==> config.mk <==
export PLATFORM = sky130hd
export DESIGN_NAME = sliding_window_receiver
export DESIGN_NICKNAME = d
export VERILOG_FILES = /design/src/design/swr_pkg.sv /design/src/design/swr_ctrl.sv /design/src/design/swr_datapath.sv /design/src/design/sliding_window_receiver.sv
export SDC_FILE = /design/constraint.sdc
export NUM_CORES = 1
export LEC_CHECK = 0
export ABC_AREA = 1
export BUFFER_PORTS_ARGS = -buffer_cell sky130_fd_sc_hd__clkbuf_2
export CORE_UTILIZATION = 45
export CTS_CLUSTER_DIAMETER = 100
export CTS_CLUSTER_SIZE = 28
export DETAILED_ROUTE_END_ITERATION = 8
export SKIP_LAST_GASP = 1
export SLEW_MARGIN = 20
export SYNTH_ARGS = -nofsm -noshare
export SYNTH_HDL_FRONTEND = slang
export SYNTH_HIERARCHICAL = 1
export SYNTH_SLANG_ARGS = --single-unit
==> constraint.sdc <==
create_clock -name i_clk -period 8.6 [get_ports i_clk]
set_clock_uncertainty 0.1 [all_clocks]
set_input_delay 0.43 -clock i_clk [delete_from_list [all_inputs] [get_ports i_clk]]
set_output_delay 0.43 -clock i_clk [all_outputs]
set_load 0.1 [all_outputs]
==> src/design/swr_pkg.sv <==
// ----------------------------------------------------------------------------
// swr_pkg
// Shared types and constants of the sliding window receiver: word formats of
// both channels, result kinds and the control bundles between controller
// and datapath.
// ----------------------------------------------------------------------------
`timescale 1ns / 1ps

package swr_pkg;

    // default configuration
    localparam int WINDOW_SIZE_DEF   = 8;
    localparam int SEQ_SPACE_DEF     = 16;
    localparam int PAYLOAD_WIDTH_DEF = 32;

    // fixed field widths of the channel words
    localparam int SEQ_W  = 4;
    localparam int DATA_W = 32;
    localparam int SLOT_W = 3;

    // result kinds
    localparam logic KIND_FRAME = 1'b0;
    localparam logic KIND_ACK   = 1'b1;

    // arriving frame
    typedef struct packed {
        logic [SEQ_W-1:0]  seq_num;
        logic [DATA_W-1:0] payload;
    } t_in_word;

    // delivered frame or acknowledgement
    typedef struct packed {
        logic              kind;
        logic [SEQ_W-1:0]  number;
        logic [SLOT_W-1:0] slot;
        logic [DATA_W-1:0] data_out;
        logic              last;
    } t_out_word;

    // controller to datapath commands
    typedef struct packed {
        logic capture;    // latch the arriving frame
        logic store;      // write frame into its slot, start the release scan
        logic issue;      // release the slot under the scan pointer
        logic load_frame; // put the released frame into the output register
        logic load_ack;   // put the acknowledgement into the output register
    } t_dp_cmd;

    // datapath to controller status
    typedef struct packed {
        logic store_ok;   // frame is inside the window and its slot is free
        logic cur_full;   // slot under the scan pointer holds a frame
    } t_dp_status;

endpackage

==> src/design/swr_ctrl.sv <==
// ----------------------------------------------------------------------------
// swr_ctrl
// Controller of the sliding window receiver: sequences capture, window check,
// in-order release scan and acknowledgement, and owns both handshakes.
// ----------------------------------------------------------------------------
`timescale 1ns / 1ps

module swr_ctrl (
    input  logic                  i_clk,
    input  logic                  i_rst_n,
    input  logic                  i_in_valid,
    output logic                  o_in_stall,
    output logic                  o_out_valid,
    input  logic                  i_out_stall,
    input  swr_pkg::t_dp_status   i_status,
    output swr_pkg::t_dp_cmd      o_cmd
);
    import swr_pkg::*;

    localparam logic [1:0] ST_IDLE = 2'd0;
    localparam logic [1:0] ST_EVAL = 2'd1;
    localparam logic [1:0] ST_SCAN = 2'd2;
    localparam logic [1:0] ST_ACK  = 2'd3;

    logic [1:0] r_state;
    logic [1:0] n_state;
    logic       r_pend;
    logic       n_pend;
    logic       r_out_valid;
    logic       n_out_valid;
    logic       w_out_free;
    logic       w_can_issue;

    // output register can take a word this cycle
    assign w_out_free = !r_out_valid || !i_out_stall;

    // a new release waits until the pending released frame can move to the output
    assign w_can_issue = !r_pend || (r_pend && w_out_free);

    // next state and commands
    always_comb begin
        n_state = r_state;
        o_cmd   = '0;
        case (r_state)
            ST_IDLE: begin
                if (i_in_valid) begin
                    o_cmd.capture = 1'b1;
                    n_state       = ST_EVAL;
                end
            end
            ST_EVAL: begin
                if (i_status.store_ok) begin
                    o_cmd.store = 1'b1;
                    n_state     = ST_SCAN;
                end else begin
                    n_state = ST_ACK;
                end
            end
            ST_SCAN: begin
                o_cmd.load_frame = r_pend && w_out_free;
                if (w_can_issue) begin
                    if (i_status.cur_full) begin
                        o_cmd.issue = 1'b1;
                    end else begin
                        n_state = ST_ACK;
                    end
                end
            end
            ST_ACK: begin
                if (w_out_free) begin
                    o_cmd.load_ack = 1'b1;
                    n_state        = ST_IDLE;
                end
            end
            default: begin
                n_state = ST_IDLE;
            end
        endcase
    end

    // pending release and output valid
    always_comb begin
        if (o_cmd.issue) begin
            n_pend = 1'b1;
        end else if (o_cmd.load_frame) begin
            n_pend = 1'b0;
        end else begin
            n_pend = r_pend;
        end

        if (o_cmd.load_frame || o_cmd.load_ack) begin
            n_out_valid = 1'b1;
        end else if (w_out_free) begin
            n_out_valid = 1'b0;
        end else begin
            n_out_valid = r_out_valid;
        end
    end

    // state registers
    always_ff @(posedge i_clk) begin
        if (!i_rst_n) begin
            r_state     <= ST_IDLE;
            r_pend      <= 1'b0;
            r_out_valid <= 1'b0;
        end else begin
            r_state     <= n_state;
            r_pend      <= n_pend;
            r_out_valid <= n_out_valid;
        end
    end

    // input side busy while a word is in flight or reset is held
    assign o_in_stall  = (r_state != ST_IDLE) || !i_rst_n;
    assign o_out_valid = r_out_valid;

endmodule

==> src/design/swr_datapath.sv <==
// ----------------------------------------------------------------------------
// swr_datapath
// Datapath of the sliding window receiver: frame latch, window arithmetic,
// slot flags, frame store, release pointers and the output word register.
// ----------------------------------------------------------------------------
`timescale 1ns / 1ps

module swr_datapath #(
    parameter int WINDOW_SIZE   = swr_pkg::WINDOW_SIZE_DEF,
    parameter int SEQ_SPACE     = swr_pkg::SEQ_SPACE_DEF,
    parameter int PAYLOAD_WIDTH = swr_pkg::PAYLOAD_WIDTH_DEF
) (
    input  logic                  i_clk,
    input  logic                  i_rst_n,
    input  swr_pkg::t_in_word     i_in_word,
    input  swr_pkg::t_dp_cmd      i_cmd,
    output swr_pkg::t_dp_status   o_status,
    output swr_pkg::t_out_word    o_out_word
);
    import swr_pkg::*;

    localparam int SW = $clog2(SEQ_SPACE);
    localparam int IW = (WINDOW_SIZE > 1) ? $clog2(WINDOW_SIZE) : 1;
    localparam int CW = ((SW > IW) ? SW : IW) + 1;
    localparam int RW = ((SW > SEQ_W) ? SW : SEQ_W) + 1;
    localparam int RED_STEPS = (1 << SEQ_W) / 2;

    // frame latch
    logic [SW-1:0]            r_seq;
    logic [PAYLOAD_WIDTH-1:0] r_data;

    // window state
    logic [WINDOW_SIZE-1:0]   r_full;
    logic [SW-1:0]            r_ne;
    logic [IW-1:0]            r_ne_mod;
    logic [IW-1:0]            r_cur;

    // frame store and released frame
    logic [PAYLOAD_WIDTH-1:0] r_mem [WINDOW_SIZE];
    logic [PAYLOAD_WIDTH-1:0] r_rdata;
    logic [SW-1:0]            r_pnum;
    logic [IW-1:0]            r_pslot;
    t_out_word                r_out;

    logic [RW-1:0]            w_seq_v;
    logic [CW-1:0]            w_seq_c;
    logic [CW-1:0]            w_ne_c;
    logic                     w_ge;
    logic [CW-1:0]            w_off;
    logic [CW-1:0]            w_sum;
    logic [CW-1:0]            w_wrap;
    logic [IW-1:0]            w_idx;
    logic                     w_in_win;
    logic                     w_ne_last;
    logic                     w_mod_last;
    logic                     w_cur_last;
    logic [SW-1:0]            w_ack_num;

    // arriving sequence number folded into the sequence space
    always_comb begin
        w_seq_v = RW'(i_in_word.seq_num);
        for (int k = 0; k < RED_STEPS; k++) begin
            if (w_seq_v >= RW'(SEQ_SPACE)) begin
                w_seq_v = w_seq_v - RW'(SEQ_SPACE);
            end
        end
    end

    // distance ahead of next expected, and the target slot
    assign w_seq_c  = CW'(r_seq);
    assign w_ne_c   = CW'(r_ne);
    assign w_ge     = (r_seq >= r_ne);
    assign w_off    = w_ge ? (w_seq_c - w_ne_c) : (w_seq_c + CW'(SEQ_SPACE) - w_ne_c);
    assign w_in_win = (w_off < CW'(WINDOW_SIZE));
    assign w_sum    = CW'(r_ne_mod) + w_off;
    assign w_wrap   = (w_sum >= CW'(WINDOW_SIZE)) ? (w_sum - CW'(WINDOW_SIZE)) : w_sum;
    // past the wrap of the sequence space the number itself is below the window size
    assign w_idx    = w_ge ? w_wrap[IW-1:0] : w_seq_c[IW-1:0];

    assign o_status.store_ok = w_in_win && !r_full[w_idx];
    assign o_status.cur_full = r_full[r_cur];

    // wrap points of the counters
    assign w_ne_last  = (r_ne == SW'(SEQ_SPACE - 1));
    assign w_mod_last = (r_ne_mod == IW'(WINDOW_SIZE - 1));
    assign w_cur_last = (r_cur == IW'(WINDOW_SIZE - 1));

    // acknowledged number is next expected minus one
    assign w_ack_num = (r_ne == '0) ? SW'(SEQ_SPACE - 1) : (r_ne - SW'(1));

    // slot flags and next expected
    always_ff @(posedge i_clk) begin
        if (!i_rst_n) begin
            r_full   <= '0;
            r_ne     <= '0;
            r_ne_mod <= '0;
        end else begin
            if (i_cmd.store) begin
                r_full[w_idx] <= 1'b1;
            end
            if (i_cmd.issue) begin
                r_full[r_cur] <= 1'b0;
                if (w_ne_last) begin
                    r_ne     <= '0;
                    r_ne_mod <= '0;
                end else begin
                    r_ne     <= r_ne + SW'(1);
                    r_ne_mod <= w_mod_last ? '0 : (r_ne_mod + IW'(1));
                end
            end
        end
    end

    // frame latch and release pointer
    always_ff @(posedge i_clk) begin
        if (i_cmd.capture) begin
            r_seq  <= w_seq_v[SW-1:0];
            r_data <= PAYLOAD_WIDTH'(i_in_word.payload);
        end
        if (i_cmd.store) begin
            r_cur <= r_ne_mod;
        end else if (i_cmd.issue) begin
            r_cur <= w_cur_last ? '0 : (r_cur + IW'(1));
        end
        if (i_cmd.issue) begin
            r_pnum  <= r_ne;
            r_pslot <= r_cur;
        end
    end

    // frame store, registered read
    always_ff @(posedge i_clk) begin
        if (i_cmd.store) begin
            r_mem[w_idx] <= r_data;
        end
        if (i_cmd.issue) begin
            r_rdata <= r_mem[r_cur];
        end
    end

    // output word register
    always_ff @(posedge i_clk) begin
        if (i_cmd.load_frame) begin
            r_out.kind     <= KIND_FRAME;
            r_out.number   <= SEQ_W'(r_pnum);
            r_out.slot     <= SLOT_W'(r_pslot);
            r_out.data_out <= DATA_W'(r_rdata);
            r_out.last     <= 1'b0;
        end else if (i_cmd.load_ack) begin
            r_out.kind     <= KIND_ACK;
            r_out.number   <= SEQ_W'(w_ack_num);
            r_out.slot     <= '0;
            r_out.data_out <= '0;
            r_out.last     <= 1'b1;
        end
    end

    assign o_out_word = r_out;

endmodule

==> src/design/sliding_window_receiver.sv <==
// ----------------------------------------------------------------------------
// sliding_window_receiver
// Selective repeat receiver. Each input word is one arriving frame; a frame
// within the window ahead of the next expected number is buffered in its
// slot (duplicates and out-of-window frames are dropped), then all buffered
// frames in order from the next expected number are delivered, one output
// word each, followed by one acknowledgement word of the last in-order number
// with last set. An input word releases up to the window size frames. It is
// latched, then checked against the window and written to its slot, then the
// release scan walks the slot flags and reads the frame store one slot a cycle
// while the output is not stalled, until it finds the end of the run, and
// then the acknowledgement is loaded. A dropped frame goes straight to the
// acknowledgement. Output stalls hold the release scan and the acknowledgement.
// Input is stalled until the acknowledgement sits in the output register.
// There is no clearing pass after reset.
// ----------------------------------------------------------------------------
`timescale 1ns / 1ps

module sliding_window_receiver #(
    parameter int WINDOW_SIZE   = swr_pkg::WINDOW_SIZE_DEF,
    parameter int SEQ_SPACE     = swr_pkg::SEQ_SPACE_DEF,
    parameter int PAYLOAD_WIDTH = swr_pkg::PAYLOAD_WIDTH_DEF
) (
    input  logic                 i_clk,
    input  logic                 i_rst_n,
    input  logic                 i_in_valid,
    output logic                 o_in_stall,
    input  swr_pkg::t_in_word    i_in_word,
    output logic                 o_out_valid,
    input  logic                 i_out_stall,
    output swr_pkg::t_out_word   o_out_word
);
    import swr_pkg::*;

    t_dp_cmd    w_cmd;
    t_dp_status w_status;

    // sequencing
    swr_ctrl u_ctrl (
        .i_clk       (i_clk),
        .i_rst_n     (i_rst_n),
        .i_in_valid  (i_in_valid),
        .o_in_stall  (o_in_stall),
        .o_out_valid (o_out_valid),
        .i_out_stall (i_out_stall),
        .i_status    (w_status),
        .o_cmd       (w_cmd)
    );

    // window storage and arithmetic
    swr_datapath #(
        .WINDOW_SIZE   (WINDOW_SIZE),
        .SEQ_SPACE     (SEQ_SPACE),
        .PAYLOAD_WIDTH (PAYLOAD_WIDTH)
    ) u_datapath (
        .i_clk      (i_clk),
        .i_rst_n    (i_rst_n),
        .i_in_word  (i_in_word),
        .i_cmd      (w_cmd),
        .o_status   (w_status),
        .o_out_word (o_out_word)
    );

`ifndef SYNTHESIS
    // an accepted word keeps the input side busy in the next cycle
    a_busy_after_accept: assert property (@(posedge i_clk) disable iff (!i_rst_n)
        (i_in_valid && !o_in_stall) |=> o_in_stall)
        else $error("input not stalled after accepting a word");

    // releases only happen from an occupied slot
    a_issue_full: assert property (@(posedge i_clk) disable iff (!i_rst_n)
        w_cmd.issue |-> w_status.cur_full)
        else $error("release of an empty slot");

    // the acknowledgement closes the word and frees the input side
    a_ack_then_idle: assert property (@(posedge i_clk) disable iff (!i_rst_n)
        w_cmd.load_ack |=> (!o_in_stall && o_out_valid && o_out_word.last))
        else $error("acknowledgement did not end the word");

    // a frame and an ack never compete for the output register
    a_single_load: assert property (@(posedge i_clk) disable iff (!i_rst_n)
        !(w_cmd.load_frame && w_cmd.load_ack))
        else $error("two loads of the output register");
`endif

endmodule
==> results.toml, run 1 <==
[cts]
h-tree-depth = 1
cts_tree = "done"
cts_resized = 0
post_cts_buffers = 0
clock_sinks = 393
root_buffer = "clkbuf_16"
cts_hold_repair.buffers = 36
clkTransAtPathRegs_ns = 0.10
numCtsBuffers = 18
clock_path_buffers = 3
insertion_delay_ns = 0.52

[critical_path]
cp.depth = 25
cp-start-kind = "flop"
worstPathRequired_ns = 8.70
worstSetupEndpointType = "flop"
worst_r2r_endpoint = "u_datapath/r_mem[6][23]"
rr_worst_depth = 25
crit_top_cell = "nand2_1"
critPathMaxFanout = 17
r2r_start = "u_datapath/r_seq[0]"
cpMaxStageDelayCell = "inv_1"
crit_type = "flop to flop"
critPathTopFamily = "buffers and inverters"
regToRegSetupSlack_ns = 4.07
cp_num_buf_inv = 9
arrival_ns = 4.63
cpPeakStageDelay_ns = 0.60
crit_end = "u_datapath/r_mem[6][23]"
worstSetupStartpoint = "u_datapath/r_seq[0]"

[place]
place_area_um2 = 16130
gp_congestion = 0.8515
portBuffers = 82
hpwl_um = 16460
place_inst = 1582

[grt]
grtUsageMet3_pct = 2.133
antenna_found_initial = 0
grt.met1_usage_pct = 24.91
grt_first_pass_wirelength_um = 45130
overflow = 0
use_met2_pct = 28.12
grt_pass1_vias = 8060
grt_start_max_net_pins = 97
grt_busiest_layer = "met2"
track_usage_pct = 17.18

[synth]
synth_enable_flop_cells = 373
synth_area_um2 = 15250
synth.yosys.seq_area_share_pct = 76.06
ys_types = 36
yosysWarnings = 6
ys_ff_latch = 393
syn_nets = 1147
synth_top_area_cell = "edfxtp_1"
ys_async_sr_fraction_pct = 0
synth.top_cells.by_count = "edfxtp_1, o21ai_0, nand2_1"
syn_inst = 1090
syn_avg_cell_area_um2 = 13.99
synth_ff_type = "edfxtp_1"
synth_top_cell_area_share_pct = 73.44
yosysMostFrequentCell = "edfxtp_1"
ys_top_cells_by_area = "edfxtp_1, o21ai_0, o21a_1"

[routing]
post_drt_wl_per_cell_um = 17.55
first_pass_iters = 5
route.vias.total = 8288
drtAntennaViolNets = 0
drtIter0Drc = 636
via_per_inst = 5.038
drt-total-wl_um = 28860
drc_errors = 0

[status]
status = "finished clean"

[timing]
setup_viol_count_final = 0
rsz0062_at_grt = "false"
totalNegativeSetupSlack_ns = 0
hold_viol = 0
slew_violations = 0
max_freq_ghz = 0.2207
tightest_slew_ns = 1.060
fin_crit_ns = 4.531
period_share_pct = 52.69
slew-limit-headroom_pct = 29.16

[hold_path]
hold_path.class = "input pin to flop"

[finish]
drive_gt1_share_pct = 14.37
area_delta_synth_final_pct = 11.92
fin_nets = 1249
design_area_um2 = 17070
final_cell_count_no_fill = 1645
diodes = 0

[floorplan]
core_area_um2 = 33450
die_w_um = 186.1
initial_core_util_pct = 45.60
ios = 83
die_y_um = 186.1
rows = 67
die-area_um2 = 34630

[power]
max-vdd-ir-drop_mv = 0.1874
leakage_nw = 6.020
p_per_area_nw_per_um2 = 274.1
power_mw = 4.680

[job]
drv_cap = 0
where the power goes:
part,internal (mW),total (mW),leakage (nW),switching [mW]
Sequential,2.40,2.52,3.55,0.114
Combinational,0.301,1.18,2.21,0.883
Clock,0.414,0.978,0.256,0.564
cell type report:
class | count | area (um^2)
Fill cell | 2830 | 16380
Sequential cell | 393 | 11600
Multi-Input combinational cell | 553 | 3099
Timing Repair Buffer | 133 | 935.9
Tap cell | 448 | 560.5
Clock buffer | 22 | 486.7
Inverter | 93 | 352.8
Clock inverter | 3 | 33.78
registers in the layout, summed over array words and instances (netlist names), 4 cells and up:
register	cells
u_datapath/r_rdata	32
u_datapath/o_out_word	40
u_datapath/r_data	32
u_datapath/r_ne	4
u_datapath/r_mem	256
u_datapath/r_pnum	4
u_datapath/r_seq	4
u_datapath/r_full	8
tightest hold or removal path: stages:
cell and delay, ns:
clkbuf_2 0.08, nand2_2 0.07, inv_4 0.06, o31ai_1 0.06, inv_1 0.04
layout by cell type, fill, tap and decap left out, types with 15 or more instances in the layout:
cell type and count:
dlygate4sd3_1 36, clkbuf_16 19, clkbuf_2 82, inv_1 81, nor2_1 110, edfxtp_1 373, o21a_1 63, o21ai_0 135
ha_1 15, dfxtp_1 20, nand2_1 114, o2111ai_1 32
through the flow:
step                hold WS [ns]  worst slack, ns  util, %
CTS                       0.1348            4.012    50.87
finish                    0.1514            4.069    51.03
global placement          0.3551            4.103    48.18
global route              0.1856            3.579    51.03
detailed placement        0.3619            4.038    48.24
floorplan                 0.3064            4.444        -
metal layers:
metal	up-vias	share of wire [%]
met5	-	0
met4	0	1.0
met3	21	3.9
met2	146	46
met1	4036	49
li1	4085	-
logic make-up after synthesis:
| logic type | share of synthesized area (%) |
|---|---|
| AOI/OAI and AO/OA | 10.61 |
| xor gates and xnor gates | 0.2872 |
| adders and majority gates | 1.493 |
| buffers and inverters | 3.749 |
| DFF | 76.06 |
| and+or+nand+nor | 7.801 |
worst min-delay path by stage:
stage	startpoint	to	slack (ns)	depth (start not counted)
2_1_floorplan	u_datapath/r_ne[2]	u_datapath/r_pnum[2]	0.31	0
3_3_place_gp	u_datapath/r_full[1]	u_datapath/r_full[1]	0.36	2
3_5_place_dp	u_datapath/r_full[5]	u_datapath/r_full[5]	0.36	2
4_1_cts	i_out_stall	u_ctrl/o_out_valid	0.13	5
5_1_grt	i_out_stall	u_ctrl/o_out_valid	0.19	5
6_report	i_out_stall	u_ctrl/o_out_valid	0.15	5
Power figures use the tool's default switching activity.
==> inputs of run 2 (changes only) <==
Clock period 8.6 ns to 3.66 ns, I/O delays scaled along.
==> results.toml, run 2 (synthesis results as in run 1) <==
[status]
status = "finished clean"

[grt]
grt_start_max_net_pins = 99
track_usage_pct = 17.90
grt_first_pass_wirelength_um = 46890
grt_pass1_vias = 8103
overflow = 0
antenna_found_initial = 0

[power]
pwr-share-seq_pct = 52.5
clkPwrFrac_pct = 20.5
internal_power_mw = 7.453
p_switching_mw = 3.841
max-vdd-ir-drop_mv = 0.7499
power_mw = 11.29
leakage_nw = 6.271
power_switching_share_pct = 34.01
p_per_area_nw_per_um2 = 635.5
combPwrFrac_pct = 26.9

[finish]
area_delta_synth_final_pct = 16.52
drive_gt1_share_pct = 18.78
diodes = 0
largest-register = "u_datapath/r_mem"
largest_reg_flops = 256
fin_nets = 1286
final_common_cell = "edfxtp_1"
finish.utilization_pct = 53.13
design_area_um2 = 17770
final_cell_count_no_fill = 1689
mostFrequentLayoutCells = "edfxtp_1, o21ai_0, nor2_1, nand2_1, clkbuf_2"

[cts]
clkTransAtPathRegs_ns = 0.11
insertion_delay_ns = 0.54
clock_path_buffers = 3
h-tree-depth = 1
root_buffer = "clkbuf_16"
clock_sinks = 393
cts_tree = "done"
numCtsBuffers = 18

[critical_path]
worstSetupStartpoint = "u_datapath/r_seq[0]"
arrival_ns = 3.81
crit_top_cell = "inv_2"
cp-start-kind = "flop"
crit_type = "flop to flop"
critPathMaxFanout = 8
worstPathRequired_ns = 3.82
cpMaxStageDelayCell = "fa_1"
worstSetupEndpointType = "flop"
rr_worst_depth = 26
r2r_start = "u_datapath/r_seq[0]"
cpPeakStageDelay_ns = 0.49

[routing]
via_per_inst = 5.147
drc_errors = 0
drt-total-wl_um = 31840
drtAntennaViolNets = 0
first_pass_iters = 5
route.vias.total = 8693
drtIter0Drc = 676
post_drt_wl_per_cell_um = 18.85

[floorplan]
initial_core_util_pct = 45.60
rows = 67
core_area_um2 = 33450
die-area_um2 = 34630
ios = 83
die_y_um = 186.1
die_w_um = 186.1

[hold_path]
hp-start = "i_rst_n"
hold_path.class = "input pin to flop"
hold_depth = 3

[place]
portBuffers = 82
place_inst = 1599
gp_congestion = 0.8809
hpwl_um = 17840
place_area_um2 = 16430

[timing]
rsz0062_at_grt = "true"
hold_viol = 0
period_share_pct = 99.59
slew_violations = 0
setup_viol_count_final = 0
max_freq_ghz = 0.2743
slew-limit-headroom_pct = 30.62
fin_crit_ns = 3.645
tightest_slew_ns = 1.041

[job]
drv_cap = 0
-- run 2: cell types whose count changed in the layout (fill, tap and decap cells not counted), sizes merged --
cell	previous run	this run
clkinvlp	0	6
clkbuf	104	117
clkinv	2	1
inv	94	91
buf	15	43
dlygate4sd3	36	37
-- run 2: cell type report --
| class | instances | area (um^2) |
|---|---|---|
| timing repair buffer | 170 | 1524 |
| sequential | 393 | 11600 |
| clock buffer | 27 | 484.2 |
| multi-input combinational | 553 | 3179 |
| clock inverter | 5 | 51.30 |
| inverter | 93 | 371.6 |
| tap | 448 | 560.5 |
| fill | 2741 | 15680 |
-- run 2: path summary, 6_finish.rpt --
path	endpoint	slack, ns
max	u_datapath/r_mem[5][15]	0.01
min	u_datapath/r_ne[2]	0.01
max reg2reg	u_datapath/r_mem[5][15]	0.01
min reg2reg	u_ctrl/r_pend	0.39
-- run 2: what timing repair did --
action | in CTS | in global routing
hold buffers | 37 | 0
buffers inserted | 1 | 11
endpoints found under the hold margin | 38 | 0
endpoints found under the setup margin | 16 | 260
resized for setup | 0 | 32
cloned | 0 | 9
pin swaps | 0 | 13
-- run 2: worst max-delay path: cells and delay by family (launching register included) --
family                     cells  cell delay [ns]
buffers and inverters         10             0.81
adders and majority gates      3             0.99
DFF                            1             0.43
and+or+nand+nor               13             1.02
-- run 2: power groups by stage --
stage,combinational (mW),sequential [mW],clock [mW]
2_1_floorplan,1.63,6.40,0
6_report,3.04,5.93,2.32
3_5_place_dp,2.87,6.04,0
5_1_grt,3.33,5.99,2.50
4_1_cts,2.92,5.94,2.38
3_3_place_gp,2.86,6.04,0
-- run 2: routing by layer --
layer  global-route usage, %  wire (um)  vias to the layer above
met5                       0          0                        -
met4                   3.508        508                        0
met3                   1.761       1169                       30
met2                   29.30      15120                      193
met1                   26.20      15040                     4298
li1                        -          -                     4172
-- run 2: metrics by stage --
step	hold slack, ns	worst slack, ns	TNS [ns]
after CTS	0.0009518	0.008175	0
after global routing	0.03647	-0.1441	-17.84
final	0.01392	0.01486	0
after detailed placement	0.2616	0.03080	0
after global placement	0.2597	0.05976	0
after floorplan	0.1819	0.02079	0
==> inputs of run 3 (changes only) <==
--- a/config.mk
+++ b/config.mk
@@ -8,4 +8,5 @@
 export ABC_AREA = 1
 export BUFFER_PORTS_ARGS = -buffer_cell sky130_fd_sc_hd__clkbuf_2
+export CORE_ASPECT_RATIO = 1.1
 export CORE_UTILIZATION = 45
 export CTS_CLUSTER_DIAMETER = 100
==> constraint.sdc (replaced) <==
create_clock -name i_clk -period 3.66 [get_ports i_clk]
set_clock_uncertainty 0.1 [all_clocks]
set_input_delay 0.915 -clock i_clk [delete_from_list [all_inputs] [get_ports i_clk]]
set_output_delay 0.915 -clock i_clk [all_outputs]
set_load 0.1 [all_outputs]
==> results.toml, run 3 (synthesis results as in run 1) <==
[status]
status = "finished clean"

[critical_path]
arrival_ns = 3.75
cpPeakStageDelay_ns = 0.46
critPathMaxFanout = 7
cp-start-kind = "flop"
worstPathRequired_ns = 3.85
r2r_start = "u_datapath/r_seq[0]"
rr_worst_depth = 24
worstPathCellList = "inv_2, ha_4, inv_2, fa_1, fa_2, inv_1, nand2_1, nand2_2, nand2_1, nand2_1, inv_1, nand2_1, nand2_2, nor2_2, nand3_1, nand2_1, nor2_2, nand2_1, inv_2, inv_4, nor2_4, nand2_2, clkinvlp_4, clkbuf_16"
regToRegSetupSlack_ns = 0.1
crit_end = "u_datapath/r_mem[2][7]"
crit_top_cell = "nand2_1"
crit_type = "flop to flop"
worstSetupEndpointType = "flop"
cpMaxStageDelayCell = "fa_1"
worst_r2r_endpoint = "u_datapath/r_mem[2][7]"
worstSetupStartpoint = "u_datapath/r_seq[0]"

[timing]
fin_crit_ns = 3.564
rsz0062_at_grt = "true"
setup_viol_count_final = 0
hold_viol = 0
slew-limit-headroom_pct = 47.28
tightest_slew_ns = 0.7909
slew_violations = 0
max_freq_ghz = 0.2806
period_share_pct = 97.36

[finish]
final_cell_count_no_fill = 1629
area_delta_synth_final_pct = 13.90
fin_nets = 1249
final_common_cell = "edfxtp_1"
mostFrequentLayoutCells = "edfxtp_1, o21ai_0, nand2_1, nor2_1, clkbuf_2"
drive_gt1_share_pct = 18.88
largest-register = "u_datapath/r_mem"
design_area_um2 = 17370
diodes = 0
largest_reg_flops = 256

[power]
power_switching_share_pct = 33.64
pwr-share-seq_pct = 52.7
clkPwrFrac_pct = 20.5
leakage_nw = 6.098
internal_power_mw = 7.461
power_mw = 11.24
combPwrFrac_pct = 26.8
p_per_area_nw_per_um2 = 647.2
max-vdd-ir-drop_mv = 0.4800
p_switching_mw = 3.782

[cts]
numCtsBuffers = 18
clkTransAtPathRegs_ns = 0.10
h-tree-depth = 1
cts_hold_repair.buffers = 0
insertion_delay_ns = 0.53
clock_sinks = 393
clock_path_buffers = 3
root_buffer = "clkbuf_16"
cts_tree = "done"

[place]
portBuffers = 82
gp_congestion = 0.8402
place_area_um2 = 16490
hpwl_um = 17950
place_inst = 1586

[hold_path]
hp-start = "u_datapath/r_full[1]"
hold_path.class = "flop to flop"

[grt]
antenna_found_initial = 0
track_usage_pct = 17.65
grt_start_max_net_pins = 78
grt_pass1_vias = 8238
grt_first_pass_wirelength_um = 46750
overflow = 0

[routing]
drtAntennaViolNets = 0
route.vias.total = 8539
drt-total-wl_um = 31100
post_drt_wl_per_cell_um = 19.09
via_per_inst = 5.242
first_pass_iters = 5
drc_errors = 0
drtIter0Drc = 680

[floorplan]
die_y_um = 195.1
core_area_um2 = 33280
rows = 70
initial_core_util_pct = 45.83
die-area_um2 = 34630
ios = 83
die_w_um = 177.5

[job]
drv_cap = 0
-- run 3: changes by cell type in the layout (fill, tap and decap cells not counted), sizes merged --
cell,delta
clkbuf,-4
clkinv,+1
dlygate4sd3,-37
clkinvlp,-2
inv,-2
-- run 3: routing by layer --
metal / vias up / GRT usage, % / share of wire [%]
met3: 36 / 1.752 / 4.4
li1: 4100 / - / -
met1: 4199 / 25.21 / 45
met5: - / 0 / 0
met4: 0 / 3.640 / 1.8
met2: 204 / 29.40 / 48
-- run 3: per-stage QoR --
step           util (%)  TNS, ns  setup slack (ns)  hold WS, ns
2_1_floorplan         -        0           0.02079       0.3064
3_3_place_gp      49.55        0           0.02715       0.3556
3_5_place_dp      49.55        0           0.02329       0.3715
4_1_cts           51.14        0           0.01239       0.3829
5_1_grt           52.20   -29.56           -0.1617       0.4151
6_report          52.20        0           0.09645       0.3791
-- run 3: final cells by class --
class	instances	area (um^2)
Fill cell	2795	15910
Multi-Input combinational cell	553	3147
Timing Repair Buffer	133	1191
Inverter	93	370.4
Clock buffer	23	490.5
Sequential cell	393	11600
Clock inverter	2	32.53
Tap cell	432	540.5
-- run 3: what timing repair did --
item                                    4_1_cts  5_1_grt
endpoints found under the setup margin        3      260
setup buffers                                 1        8
cloned                                        0        9
pin swaps                                     0       13
endpoints found under the hold margin         0        0
resized for setup                             0       13
-- run 3: power by group through the flow --
stage | sequential, mW | combinational (mW) | clock (mW)
floorplan | 6.40 | 1.63 | 0
global placement | 6.02 | 2.89 | 0
detailed placement | 6.04 | 2.91 | 0
CTS | 5.93 | 2.92 | 2.37
global route | 5.98 | 3.30 | 2.51
finish | 5.93 | 3.01 | 2.31
-- run 3: worst min path at each step --
stage                                 endpoint  slack [ns]  depth (start not counted)
after CTS                 u_datapath/r_full[1]        0.38                          2
after floorplan           u_datapath/r_pnum[2]        0.31                          0
after detailed placement  u_datapath/r_full[1]        0.37                          2
after global placement    u_datapath/r_full[1]        0.36                          2
after global routing      u_datapath/r_full[7]        0.42                          2
final                     u_datapath/r_full[1]        0.38                          2
-- run 3: critical path: cells and delay by family (launching register included) --
family / cells / cell delay, ns
adders and majority gates: 3 / 0.95
and+or+nand+nor: 13 / 1.04
buffers and inverters: 8 / 0.83
DFF: 1 / 0.41
